==> src/rtl/ihc_pkg.sv <==
// ----------------------------------------------------------------------------
// ihc_pkg
// Shared types, codes and constants for the IPv4 header checker.
// ----------------------------------------------------------------------------
package ihc_pkg;

    // Default buffer limit; the top level overrides it by parameter.
    localparam int MAX_BUFFER_BYTES_DEF = 65535;

    // Width of a buffer length as carried between modules.
    localparam int LEN_W = 16;

    // Header layout (byte positions, network order)
    localparam int POS_VER_IHL   = 0;
    localparam int POS_TLEN_HI   = 2;
    localparam int POS_TLEN_LO   = 3;
    localparam int POS_FRAG_HI   = 6;
    localparam int POS_FRAG_LO   = 7;
    localparam int POS_PROTO     = 9;
    localparam int POS_SRC_FIRST = 12;
    localparam int POS_DST_FIRST = 16;
    localparam int POS_DST_END   = 20;

    localparam int MIN_HDR_BYTES = 20;

    localparam logic [3:0]  IP_VERSION   = 4'd4;
    localparam logic [3:0]  IHL_MIN      = 4'd5;
    localparam logic [15:0] SUM_GOOD     = 16'hFFFF;
    localparam logic [15:0] FRAG_MASK    = 16'h3FFF;

    localparam logic [7:0]  PROTO_ICMP   = 8'd1;
    localparam logic [7:0]  PROTO_TCP    = 8'd6;
    localparam logic [7:0]  PROTO_UDP    = 8'd17;

    // Verdict codes
    localparam logic [2:0]  V_ACCEPT     = 3'd0;
    localparam logic [2:0]  V_TOO_SHORT  = 3'd1;
    localparam logic [2:0]  V_BAD_HDR    = 3'd2;
    localparam logic [2:0]  V_BAD_LEN    = 3'd3;
    localparam logic [2:0]  V_BAD_SUM    = 3'd4;
    localparam logic [2:0]  V_FRAGMENT   = 3'd5;

    // Delivery codes
    localparam logic [1:0]  DLV_NONE     = 2'd0;
    localparam logic [1:0]  DLV_ICMP     = 2'd1;
    localparam logic [1:0]  DLV_UDP      = 2'd2;
    localparam logic [1:0]  DLV_TCP      = 2'd3;

    // Header state as it stands after the current byte
    typedef struct packed {
        logic [LEN_W-1:0] len;
        logic [7:0]       version_ihl;
        logic [15:0]      total_length;
        logic [15:0]      fragment_word;
        logic [7:0]       proto_byte;
        logic [31:0]      src_word;
        logic [31:0]      dst_word;
        logic [15:0]      ones_sum;
    } t_hdr;

    typedef struct packed {
        logic [2:0]  verdict;
        logic [1:0]  deliver_to;
        logic [7:0]  protocol;
        logic [31:0] source_addr;
        logic [31:0] dest_addr;
        logic [5:0]  header_bytes;
        logic [15:0] payload_bytes;
    } t_result;

endpackage

==> src/rtl/ihc_if.sv <==
// ----------------------------------------------------------------------------
// ihc_if
// Valid/ready channels of the IPv4 header checker: byte stream in, verdict out.
// ----------------------------------------------------------------------------
interface ihc_in_if;
    logic       valid;
    logic       ready;
    logic [7:0] data_byte;
    logic       last_byte;

    modport source (output valid, output data_byte, output last_byte, input ready);
    modport sink   (input valid, input data_byte, input last_byte, output ready);
endinterface

interface ihc_out_if;
    logic        valid;
    logic        ready;
    logic [2:0]  verdict;
    logic [1:0]  deliver_to;
    logic [7:0]  protocol;
    logic [31:0] source_addr;
    logic [31:0] dest_addr;
    logic [5:0]  header_bytes;
    logic [15:0] payload_bytes;

    modport source (output valid, output verdict, output deliver_to, output protocol,
                    output source_addr, output dest_addr, output header_bytes,
                    output payload_bytes, input ready);
    modport sink   (input valid, input verdict, input deliver_to, input protocol,
                    input source_addr, input dest_addr, input header_bytes,
                    input payload_bytes, output ready);
endinterface

==> src/rtl/ipv4_header_checker_unit.sv <==
// ----------------------------------------------------------------------------
// ipv4_header_checker_unit
// Streams a received IPv4 buffer byte by byte and gives one verdict per buffer.
// ----------------------------------------------------------------------------
//
//  Channel  Dir  Payload                                    Transfer moves
//  i_in     in   data_byte[7:0], last_byte                  one buffer byte
//  o_out    out  verdict, deliver_to, protocol, addresses,   one verdict per
//                header_bytes, payload_bytes                buffer
//
//  One byte per cycle while i_in is ready. A byte takes effect in the capture
//  registers at the edge that transfers it; the verdict of a flagged byte is
//  loaded into the output register at that same edge and can transfer from
//  the next edge on. The rate is set by the capture counter plus one 17-bit
//  end-around-carry add per byte.
//  Reset (i_rst_n low, synchronous) clears the capture state and the output
//  valid. o_out stalling holds the verdict; i_in stays ready while the output
//  register is empty or being drained in the same cycle.
//
module ipv4_header_checker_unit #(
    parameter int MAX_BUFFER_BYTES = ihc_pkg::MAX_BUFFER_BYTES_DEF
) (
    input  logic      i_clk,
    input  logic      i_rst_n,
    ihc_in_if.sink    i_in,
    ihc_out_if.source o_out
);
    import ihc_pkg::*;

    logic    take;          // byte transfer on i_in
    t_hdr    hdr_next;      // header state including the byte now taken
    t_result result_next;   // verdict if this byte closes the buffer

    logic    r_valid;
    t_result r_result;

    // Ready unless a verdict is waiting and not being taken this cycle.
    assign i_in.ready = !r_valid || o_out.ready;
    assign take       = i_in.valid && i_in.ready;

    ihc_capture #(
        .MAX_BUFFER_BYTES(MAX_BUFFER_BYTES)
    ) u_capture (
        .i_clk       (i_clk),
        .i_rst_n     (i_rst_n),
        .i_take      (take),
        .i_data_byte (i_in.data_byte),
        .i_last_byte (i_in.last_byte),
        .o_hdr       (hdr_next)
    );

    ihc_classify u_classify (
        .i_hdr    (hdr_next),
        .o_result (result_next)
    );

    // Output register: valid flag under reset, payload without.
    always_ff @(posedge i_clk) begin
        if (!i_rst_n) begin
            r_valid <= 1'b0;
        end else if (take && i_in.last_byte) begin
            r_valid <= 1'b1;
        end else if (o_out.ready) begin
            r_valid <= 1'b0;
        end
    end

    always_ff @(posedge i_clk) begin
        if (take && i_in.last_byte) begin
            r_result <= result_next;
        end
    end

    assign o_out.valid         = r_valid;
    assign o_out.verdict       = r_result.verdict;
    assign o_out.deliver_to    = r_result.deliver_to;
    assign o_out.protocol      = r_result.protocol;
    assign o_out.source_addr   = r_result.source_addr;
    assign o_out.dest_addr     = r_result.dest_addr;
    assign o_out.header_bytes  = r_result.header_bytes;
    assign o_out.payload_bytes = r_result.payload_bytes;

`ifndef ASSERT_OFF
    // A flagged byte always yields a verdict on the next cycle.
    a_last_gives_verdict: assert property (@(posedge i_clk) disable iff (!i_rst_n)
        (take && i_in.last_byte) |=> r_valid)
        else $error("flagged byte produced no verdict");

    // Delivery class is only given for accepted buffers.
    a_deliver_only_on_accept: assert property (@(posedge i_clk) disable iff (!i_rst_n)
        (r_valid && (r_result.deliver_to != DLV_NONE)) |-> (r_result.verdict == V_ACCEPT))
        else $error("delivery class on a rejected buffer");

    // Payload length is zero on every rejection.
    a_payload_only_on_accept: assert property (@(posedge i_clk) disable iff (!i_rst_n)
        (r_valid && (r_result.verdict != V_ACCEPT)) |-> (r_result.payload_bytes == 16'd0))
        else $error("payload length on a rejected buffer");

    // A verdict that is not taken holds.
    a_verdict_holds: assert property (@(posedge i_clk) disable iff (!i_rst_n)
        (r_valid && !o_out.ready) |=> (r_valid && $stable(r_result)))
        else $error("stalled verdict changed");
`endif

endmodule

==> src/rtl/ihc_capture.sv <==
// ----------------------------------------------------------------------------
// ihc_capture
// Byte counter, header field capture and running one's-complement sum.
// ----------------------------------------------------------------------------
module ihc_capture #(
    parameter int MAX_BUFFER_BYTES = ihc_pkg::MAX_BUFFER_BYTES_DEF
) (
    input  logic          i_clk,
    input  logic          i_rst_n,
    input  logic          i_take,
    input  logic [7:0]    i_data_byte,
    input  logic          i_last_byte,
    output ihc_pkg::t_hdr o_hdr
);
    import ihc_pkg::*;

    localparam int CNT_W = $clog2(MAX_BUFFER_BYTES + 1);
    localparam logic [CNT_W-1:0] CNT_MAX = CNT_W'(MAX_BUFFER_BYTES);

    logic [CNT_W-1:0] r_byte_index,   n_byte_index;
    logic [7:0]       r_version_ihl,  n_version_ihl;
    logic [15:0]      r_total_length, n_total_length;
    logic [15:0]      r_fragment_word, n_fragment_word;
    logic [7:0]       r_proto_byte,   n_proto_byte;
    logic [31:0]      r_src_word,     n_src_word;
    logic [31:0]      r_dst_word,     n_dst_word;
    logic [7:0]       r_high_byte_hold, n_high_byte_hold;
    logic [15:0]      r_ones_sum,     n_ones_sum;

    logic [5:0]       hlen;
    logic [16:0]      sum_wide;

    always_comb begin
        n_byte_index     = r_byte_index;
        n_version_ihl    = r_version_ihl;
        n_total_length   = r_total_length;
        n_fragment_word  = r_fragment_word;
        n_proto_byte     = r_proto_byte;
        n_src_word       = r_src_word;
        n_dst_word       = r_dst_word;
        n_high_byte_hold = r_high_byte_hold;
        n_ones_sum       = r_ones_sum;
        hlen             = {r_version_ihl[3:0], 2'b00};
        sum_wide         = {1'b0, r_ones_sum} + {1'b0, r_high_byte_hold, i_data_byte};

        // bytes past the limit are not counted or captured; a flagged one still closes the buffer
        if (i_take && (r_byte_index < CNT_MAX)) begin
            n_byte_index = r_byte_index + CNT_W'(1);

            case (r_byte_index)
                CNT_W'(POS_VER_IHL): n_version_ihl = i_data_byte;
                CNT_W'(POS_TLEN_HI): n_total_length = {i_data_byte, r_total_length[7:0]};
                CNT_W'(POS_TLEN_LO): n_total_length = {r_total_length[15:8], i_data_byte};
                CNT_W'(POS_FRAG_HI): n_fragment_word = {i_data_byte, r_fragment_word[7:0]};
                CNT_W'(POS_FRAG_LO): n_fragment_word = {r_fragment_word[15:8], i_data_byte};
                CNT_W'(POS_PROTO):   n_proto_byte = i_data_byte;
                default: ;
            endcase

            if ((r_byte_index >= CNT_W'(POS_SRC_FIRST)) &&
                (r_byte_index <  CNT_W'(POS_DST_FIRST))) begin
                n_src_word = {r_src_word[23:0], i_data_byte};
            end else if ((r_byte_index >= CNT_W'(POS_DST_FIRST)) &&
                         (r_byte_index <  CNT_W'(POS_DST_END))) begin
                n_dst_word = {r_dst_word[23:0], i_data_byte};
            end

            // header length includes this byte's IHL when it is byte 0
            hlen = {n_version_ihl[3:0], 2'b00};
            if (LEN_W'(r_byte_index) < LEN_W'(hlen)) begin
                if (!r_byte_index[0]) begin
                    n_high_byte_hold = i_data_byte;
                end else begin
                    // end-around carry
                    n_ones_sum = sum_wide[16] ? (sum_wide[15:0] + 16'd1) : sum_wide[15:0];
                end
            end
        end
    end

    always_ff @(posedge i_clk) begin
        if (!i_rst_n || (i_take && i_last_byte)) begin
            r_byte_index     <= '0;
            r_version_ihl    <= '0;
            r_total_length   <= '0;
            r_fragment_word  <= '0;
            r_proto_byte     <= '0;
            r_src_word       <= '0;
            r_dst_word       <= '0;
            r_high_byte_hold <= '0;
            r_ones_sum       <= '0;
        end else begin
            r_byte_index     <= n_byte_index;
            r_version_ihl    <= n_version_ihl;
            r_total_length   <= n_total_length;
            r_fragment_word  <= n_fragment_word;
            r_proto_byte     <= n_proto_byte;
            r_src_word       <= n_src_word;
            r_dst_word       <= n_dst_word;
            r_high_byte_hold <= n_high_byte_hold;
            r_ones_sum       <= n_ones_sum;
        end
    end

    always_comb begin
        o_hdr.len           = LEN_W'(n_byte_index);
        o_hdr.version_ihl   = n_version_ihl;
        o_hdr.total_length  = n_total_length;
        o_hdr.fragment_word = n_fragment_word;
        o_hdr.proto_byte    = n_proto_byte;
        o_hdr.src_word      = n_src_word;
        o_hdr.dst_word      = n_dst_word;
        o_hdr.ones_sum      = n_ones_sum;
    end

endmodule

==> src/rtl/ihc_classify.sv <==
// ----------------------------------------------------------------------------
// ihc_classify
// Ordered header checks and protocol class for a completed buffer.
// ----------------------------------------------------------------------------
module ihc_classify (
    input  ihc_pkg::t_hdr    i_hdr,
    output ihc_pkg::t_result o_result
);
    import ihc_pkg::*;

    logic [3:0]  ver;
    logic [3:0]  ihl;
    logic [5:0]  hlen;
    logic [15:0] hlen_ext;

    always_comb begin
        ver      = i_hdr.version_ihl[7:4];
        ihl      = i_hdr.version_ihl[3:0];
        hlen     = {ihl, 2'b00};
        hlen_ext = 16'(hlen);

        o_result.verdict       = V_ACCEPT;
        o_result.deliver_to    = DLV_NONE;
        o_result.protocol      = i_hdr.proto_byte;
        o_result.source_addr   = i_hdr.src_word;
        o_result.dest_addr     = i_hdr.dst_word;
        o_result.header_bytes  = hlen;
        o_result.payload_bytes = '0;

        if (i_hdr.len < LEN_W'(MIN_HDR_BYTES)) begin
            o_result.verdict = V_TOO_SHORT;
        end else if ((ver != IP_VERSION) || (ihl < IHL_MIN)) begin
            o_result.verdict = V_BAD_HDR;
        end else if (LEN_W'(hlen) > i_hdr.len) begin
            o_result.verdict = V_TOO_SHORT;
        end else if ((i_hdr.total_length < hlen_ext) ||
                     (i_hdr.total_length > 16'(i_hdr.len))) begin
            o_result.verdict = V_BAD_LEN;
        end else if (i_hdr.ones_sum != SUM_GOOD) begin
            o_result.verdict = V_BAD_SUM;
        end else if ((i_hdr.fragment_word & FRAG_MASK) != 16'd0) begin
            o_result.verdict = V_FRAGMENT;
        end else begin
            o_result.payload_bytes = i_hdr.total_length - hlen_ext;
            case (i_hdr.proto_byte)
                PROTO_ICMP: o_result.deliver_to = DLV_ICMP;
                PROTO_UDP:  o_result.deliver_to = DLV_UDP;
                PROTO_TCP:  o_result.deliver_to = DLV_TCP;
                default:    o_result.deliver_to = DLV_NONE;
            endcase
        end
    end

endmodule
==> src/flat_wrapper.sv <==
// flat-port wrapper written by rule: the top's interface ports become plain ports
module ipv4_header_checker_unit_flat import ihc_pkg::*;
#(
    parameter int MAX_BUFFER_BYTES = ihc_pkg::MAX_BUFFER_BYTES_DEF
)
  (i_clk, i_rst_n, i_in_valid, i_in_data_byte, i_in_last_byte, i_in_ready, o_out_valid, o_out_verdict, o_out_deliver_to, o_out_protocol, o_out_source_addr, o_out_dest_addr, o_out_header_bytes, o_out_payload_bytes, o_out_ready);
  ihc_in_if i_in_i ();
  ihc_out_if o_out_i ();
  input  logic i_clk;
  input  logic i_rst_n;
  input wire logic [$bits(i_in_i.valid)-1:0] i_in_valid;
  input wire logic [$bits(i_in_i.data_byte)-1:0] i_in_data_byte;
  input wire logic [$bits(i_in_i.last_byte)-1:0] i_in_last_byte;
  output wire logic [$bits(i_in_i.ready)-1:0] i_in_ready;
  output wire logic [$bits(o_out_i.valid)-1:0] o_out_valid;
  output wire logic [$bits(o_out_i.verdict)-1:0] o_out_verdict;
  output wire logic [$bits(o_out_i.deliver_to)-1:0] o_out_deliver_to;
  output wire logic [$bits(o_out_i.protocol)-1:0] o_out_protocol;
  output wire logic [$bits(o_out_i.source_addr)-1:0] o_out_source_addr;
  output wire logic [$bits(o_out_i.dest_addr)-1:0] o_out_dest_addr;
  output wire logic [$bits(o_out_i.header_bytes)-1:0] o_out_header_bytes;
  output wire logic [$bits(o_out_i.payload_bytes)-1:0] o_out_payload_bytes;
  input wire logic [$bits(o_out_i.ready)-1:0] o_out_ready;
  assign i_in_i.valid = i_in_valid;
  assign i_in_i.data_byte = i_in_data_byte;
  assign i_in_i.last_byte = i_in_last_byte;
  assign i_in_ready = i_in_i.ready;
  assign o_out_valid = o_out_i.valid;
  assign o_out_verdict = o_out_i.verdict;
  assign o_out_deliver_to = o_out_i.deliver_to;
  assign o_out_protocol = o_out_i.protocol;
  assign o_out_source_addr = o_out_i.source_addr;
  assign o_out_dest_addr = o_out_i.dest_addr;
  assign o_out_header_bytes = o_out_i.header_bytes;
  assign o_out_payload_bytes = o_out_i.payload_bytes;
  assign o_out_i.ready = o_out_ready;
  ipv4_header_checker_unit #(.MAX_BUFFER_BYTES(MAX_BUFFER_BYTES)) u_core (.i_clk(i_clk), .i_rst_n(i_rst_n), .i_in(i_in_i), .o_out(o_out_i));
endmodule
==> config.mk <==
export PLATFORM = sky130hd
export DESIGN_NAME = ipv4_header_checker_unit_flat
export DESIGN_NICKNAME = d
export VERILOG_FILES = /design/src/rtl/ihc_pkg.sv /design/src/rtl/ihc_if.sv /design/src/rtl/ipv4_header_checker_unit.sv /design/src/rtl/ihc_capture.sv /design/src/rtl/ihc_classify.sv /design/src/flat_wrapper.sv
export SDC_FILE = /design/constraint.sdc
export NUM_CORES = 1
export LEC_CHECK = 0
export BUFFER_PORTS_ARGS = -buffer_cell sky130_fd_sc_hd__buf_2
export CAP_MARGIN = 25
export CORE_MARGIN = 2
export CORE_UTILIZATION = 55
export DETAILED_ROUTE_END_ITERATION = 7
export PLACE_DENSITY = 0.75
export SETUP_SLACK_MARGIN = 0.15
export SLEW_MARGIN = 20
export SYNTH_ARGS = -nofsm -noshare
export SYNTH_HDL_FRONTEND = slang
export SYNTH_HIERARCHICAL = 1
export SYNTH_SLANG_ARGS = --single-unit
==> constraint.sdc <==
create_clock -name i_clk -period 9.8 [get_ports i_clk]
set_input_delay 0.49 -clock i_clk [delete_from_list [all_inputs] [get_ports i_clk]]
set_output_delay 0.49 -clock i_clk [all_outputs]
set_load 0.02 [all_outputs]
==> impl_metrics.ini, run 1 <==
[floorplanning]
core-area_mm2 = 0.0224
die_area_mm2 = 0.0239
initial_core_util = 0.555
die_y_um = 154
rows = 55
die_x_um = 154
ios = 114

[route]
dr.pass1.iters = 8
postRouteAntennaNets = 0
vias = 8493
drc_errors = 0
drt_iter0_drc = 531
wl_um = 25900
wl_per_cell_um = 16.9
via_per_inst = 5.54

[critical_path]
path_delay_family = simple AND/OR/NAND/NOR gates
cp.required_ns = 10.11
cp_num_buf_inv = 0
path_max_fanout = 19
slowest_stage = a211o_1
endpoint_kind = flop
slowest_delay_ns = 0.60
cp-start-kind = flop
path_cells = nor4_2, nand3_1, nor3_2, and2_1, and3_1, nand2b_1, a22o_1, ha_1, nand4_2, or4_4, o31ai_1, o211ai_2, a211o_1, nor4_1
critPathKind = flop to flop
arrival_ns = 5.67

[placed_design]
portBuffers = 113
dp.cells = 1483
globalplace.congestion = 0.915
dp_hpwl_um = 17300

[global_routing]
grt_use_met3 = 0.0311
grt_use_total = 0.213
grt_max_degree = 95
antenna_found_initial = 0
use_met2 = 0.355
overflow = 0
grt_first_pass_wirelength_um = 41200
grt_pass1_vias = 8084
use_met1 = 0.292
grt-busiest-layer = met2

[timing]
period_needed_ns = 5.36
skew_ns = 0.0157
setup_viol = 0
tns_ns = 0
slew_headroom = 0.454
rsz0062_at_grt = no
drv_slew = 0
worst-slew-pin-transition_ns = 0.819
final.period_utilization = 0.547
hold_violations = 0
fmax_ghz = 0.187

[final_layout]
num_antenna_cells = 0
nets = 1291
stdcell_count = 1532
drive_gt1_frac = 0.201
syn2layout_area_growth_pct = 8.18

[cts]
insertion_delay_ns = 0.54
hold_buffers = 0
cts.sinks = 250
clock-root-buffer = clkbuf_16
cts_tree = built
cts_made_buffers = 26
postCtsSetupRepairBufs = 0
cts_max_level = 1
cts_buffer_depth = 3
cts_resized = 0
cts.reportedPaths.clkPinSlew_ns = 0.06

[logic_synthesis]
synth_warnings = 6
syn_inst = 1215
syn_avg_cell_area_um2 = 10.2
netlist_area_mm2 = 0.0125

[pwr]
p_per_area_mw_per_mm2 = 173
peakVddDrop_mv = 0.129
p_leak_nw = 5.48

[min_path]
min_path_type = primary input to flop

[status]
outcome = completed

[flow_run]
max-cap-violations = 0
path summary, 6_finish.rpt:
kind         slack, ns  cells after the start                                    endpoint                                    startpoint
max               4.44                     14     u_core/o_out.payload_bytes[0]$_DFFE_PP_  u_core/u_capture/r_byte_index[11]$_SDFF_PP0_
min               0.27                      2             u_core/o_out.valid$_SDFFE_PN0P_                                       i_rst_n
max reg2reg       4.44                     14     u_core/o_out.payload_bytes[0]$_DFFE_PP_  u_core/u_capture/r_byte_index[11]$_SDFF_PP0_
min reg2reg       0.46                      2  u_core/u_capture/r_src_word[24]$_SDFF_PP0_    u_core/u_capture/r_src_word[24]$_SDFF_PP0_
layout make-up:
| type | count | area, µm² |
|---|---|---|
| timing repair buffer | 121 | 651 |
| multi-input combinational | 797 | 5480 |
| fill | 1880 | 8960 |
| clock buffer | 37 | 764 |
| clock inverter | 11 | 101 |
| sequential | 250 | 6000 |
| inverter | 31 | 116 |
| tap | 285 | 357 |
per-layer routing:
metal / vias up / share of wire
li1: 4229 / -
met1: 4032 / 0.46
met2: 194 / 0.47
met3: 38 / 0.046
met4: 0 / 0.019
met5: - / 0
layout by cell type, fill, tap and decap left out, drive strengths merged, types with 5 or more instances in the layout:
cell type  count
inv           32
nor2          39
a211oi        10
and3          12
a21oi         72
a22o          23
nor4          22
ha            49
clkbuf        37
nor3          23
clkinv         7
mux2i         16
nand3         14
o211ai         6
mux2          48
nor2b         13
xor2          19
xnor2         29
o21ai         29
nand4         28
edfxtp        99
nand2b         5
and2         102
buf          121
nand2        164
a21o           5
dfxtp        151
metrics by stage:
step                      hold WS [ns]  utilization  total power [W]  setup slack [ns]  cell area, µm²
final                            0.265        0.600          0.00233              4.44           13500
after global routing             0.256        0.600          0.00241              3.99           13500
after CTS                        0.250        0.600          0.00235              4.49           13500
after detailed placement         0.452        0.562          0.00136              4.46           12600
after global placement           0.446        0.560          0.00136              4.51           12600
after floorplan                  0.440            -          0.00131              5.46           12500
power breakdown:
part           total [W]  switching, W  internal [W]  leakage (nW)
Sequential       0.00111    0.00000944       0.00110          2.12
Clock           0.000987      0.000414      0.000573         0.422
Combinational   0.000231      0.000150     0.0000803          2.94
registers in the layout, summed over array words and instances, names as in the netlist:
register                           flops
u_core/u_capture/r_version_ihl         8
u_core/u_capture/r_fragment_word      14
u_core/u_capture/r_high_byte_hold      8
u_core/u_capture/r_dst_word           32
u_core/o_out.verdict                   3
u_core/o_out.header_bytes              6
u_core/u_capture/r_byte_index         16
u_core/u_capture/r_total_length       16
u_core/o_out.dest_addr                32
u_core/u_capture/r_ones_sum           16
u_core/o_out.source_addr              32
u_core/o_out.deliver_to                2
u_core/u_capture/r_proto_byte          8
u_core/u_capture/r_src_word           32
u_core/o_out.valid                     1
u_core/o_out.protocol                  8
u_core/o_out.payload_bytes            16
Power figures use the tool's default switching activity.
==> run 2: changes to the inputs <==
--- a/config.mk
+++ b/config.mk
@@ -8,9 +8,9 @@
 export BUFFER_PORTS_ARGS = -buffer_cell sky130_fd_sc_hd__buf_2
 export CAP_MARGIN = 25
 export CORE_MARGIN = 2
-export CORE_UTILIZATION = 55
+export CORE_UTILIZATION = 54
 export DETAILED_ROUTE_END_ITERATION = 7
-export PLACE_DENSITY = 0.75
+export PLACE_DENSITY = 0.76
 export SETUP_SLACK_MARGIN = 0.15
 export SLEW_MARGIN = 20
 export SYNTH_ARGS = -nofsm -noshare
==> constraint.sdc (replaced) <==
create_clock -name i_clk -period 4.65 [get_ports i_clk]
set_input_delay 0.2325 -clock i_clk [delete_from_list [all_inputs] [get_ports i_clk]]
set_output_delay 0.2325 -clock i_clk [all_outputs]
set_load 0.02 [all_outputs]
==> impl_metrics.ini, run 2 (synthesis gave the netlist of run 1 again) <==
[critical_path]
cp_num_buf_inv = 1
cp_common_cell = a21o_1
cp-start-kind = flop
path_depth = 16
slowest_delay_ns = 0.52
cp.required_ns = 5.04
path_max_fanout = 4
slowest_stage = or4_1
critPathKind = flop to flop
arrival_ns = 4.71
endpoint_kind = flop
r2r_cells = 16
path_cells = ha_4, fa_2, a21o_1, a221oi_4, o221ai_2, a21o_1, a21o_1, mux2_4, o41a_1, nand2_1, nand4_1, nor4_1, buf_4, nand2b_4, or4_1, nor3_2
path_delay_family = compound AO/OA/AOI/OAI gates

[route]
wl_um = 26900
via_per_inst = 5.62
vias = 8875
drc_errors = 0
wl_per_cell_um = 17.0
drt_iter0_drc = 626
dr.pass1.iters = 6
postRouteAntennaNets = 0

[cts]
cts_tree = built
cts.sinks = 250
clock-root-buffer = clkbuf_16
insertion_delay_ns = 0.54
cts_buffer_depth = 3
cts_max_level = 1
cts.reportedPaths.clkPinSlew_ns = 0.06
cts_made_buffers = 25

[timing]
setup_slack_ns = 0.325
setup_viol = 0
worst-slew-pin-transition_ns = 0.841
period_needed_ns = 4.33
slew_headroom = 0.439
skew_ns = 0.0137
hold_violations = 0
drv_slew = 0
fmax_ghz = 0.231
final.period_utilization = 0.930
rsz0062_at_grt = no

[placed_design]
place_area_mm2 = 0.0129
pre_cts_ws_ns = -0.145
portBuffers = 113
globalplace.congestion = 0.867
dp_hpwl_um = 18000

[floorplanning]
die_area_mm2 = 0.0243
initial_core_util = 0.550
rows = 55
die_y_um = 156
die_x_um = 156
ios = 114
core-area_mm2 = 0.0226

[final_layout]
nets = 1339
syn2layout_area_growth_pct = 12.4
fin_area_mm2 = 0.0140
fin_util = 0.618
final_common_cell = nand2_1
final_cell_mix = 161 x nand2_1, 148 x dfxtp_1, 113 x buf_2
num_antenna_cells = 0
drive_gt1_frac = 0.253

[min_path]
hold_depth = 3
min_path_type = primary input to flop

[status]
outcome = completed

[global_routing]
grt_first_pass_wirelength_um = 42300
grt_use_total = 0.216
overflow = 0
grt_max_degree = 64
grt_pass1_vias = 8394
antenna_found_initial = 0

[pwr]
p_per_area_mw_per_mm2 = 350
p_leak_nw = 5.77
peakVddDrop_mv = 0.254

[flow_run]
max-cap-violations = 0
run 2: routing by layer:
metal,up-vias,part of all wire,GRT usage,routed length [µm]
li1,4313,-,-,-
met1,4247,0.45,0.293,12200
met2,259,0.47,0.360,12500
met3,56,0.052,0.0261,1400
met4,0,0.029,0.0743,786
met5,-,0,0,0
run 2: final timing paths:
| kind | endpoint | from | slack, ns |
|---|---|---|---|
| setup / recovery | u_core/o_out.deliver_to[0]$_DFFE_PP_ | u_core/u_capture/r_ones_sum[0]$_SDFF_PP0_ | 0.32 |
| hold / removal | u_core/u_capture/r_src_word[6]$_SDFF_PP0_ | i_in_data_byte[6] | 0.18 |
| setup reg to reg | u_core/o_out.deliver_to[0]$_DFFE_PP_ | u_core/u_capture/r_ones_sum[0]$_SDFF_PP0_ | 0.32 |
| hold reg to reg | u_core/u_capture/r_src_word[27]$_SDFF_PP0_ | u_core/u_capture/r_src_word[27]$_SDFF_PP0_ | 0.46 |
run 2: power by group:
part	leakage [nW]	switching [W]	internal (W)
clock	0.419	0.000866	0.00116
combinational	3.23	0.000334	0.000192
sequential	2.12	0.0000197	0.00233
total	5.77	0.00122	0.00367
run 2: area by class of cell:
cell class / count / area [µm²]
tap: 285 / 357
clock inverter: 10 / 83.8
clock buffer: 36 / 759
inverter: 31 / 116
multi-input combinational: 797 / 5650
sequential: 250 / 6000
timing repair buffer: 170 / 1020
fill: 1843 / 8650
run 2: worst register-to-register path: cells and delay by family (launching register included):
family	cells	cell delay, ns
fa+ha+maj	2	0.58
flops	1	0.33
compound gates	6	1.68
buf+inv	1	0.18
simple gates	6	1.10
mux	1	0.31
run 2: per-stage QoR:
step	hold WS [ns]	cells	power [W]	setup TNS (ns)
3_5_place_dp	0.453	1517	0.00290	-1.62
5_1_grt	0.172	1579	0.00507	0
4_1_cts	0.150	1565	0.00492	0
6_report	0.181	1579	0.00489	0
3_3_place_gp	0.446	1516	0.00289	0
2_1_floorplan	0.382	1216	0.00275	0
run 2: timing repair:
action                                  in CTS  in global routing
gates resized for setup                      5                 33
hold buffers                                 2                  0
endpoints found under the setup margin      19                 20
pin swaps                                    0                 18
setup buffers                                0                 14
hold endpoints to repair                     1                  0
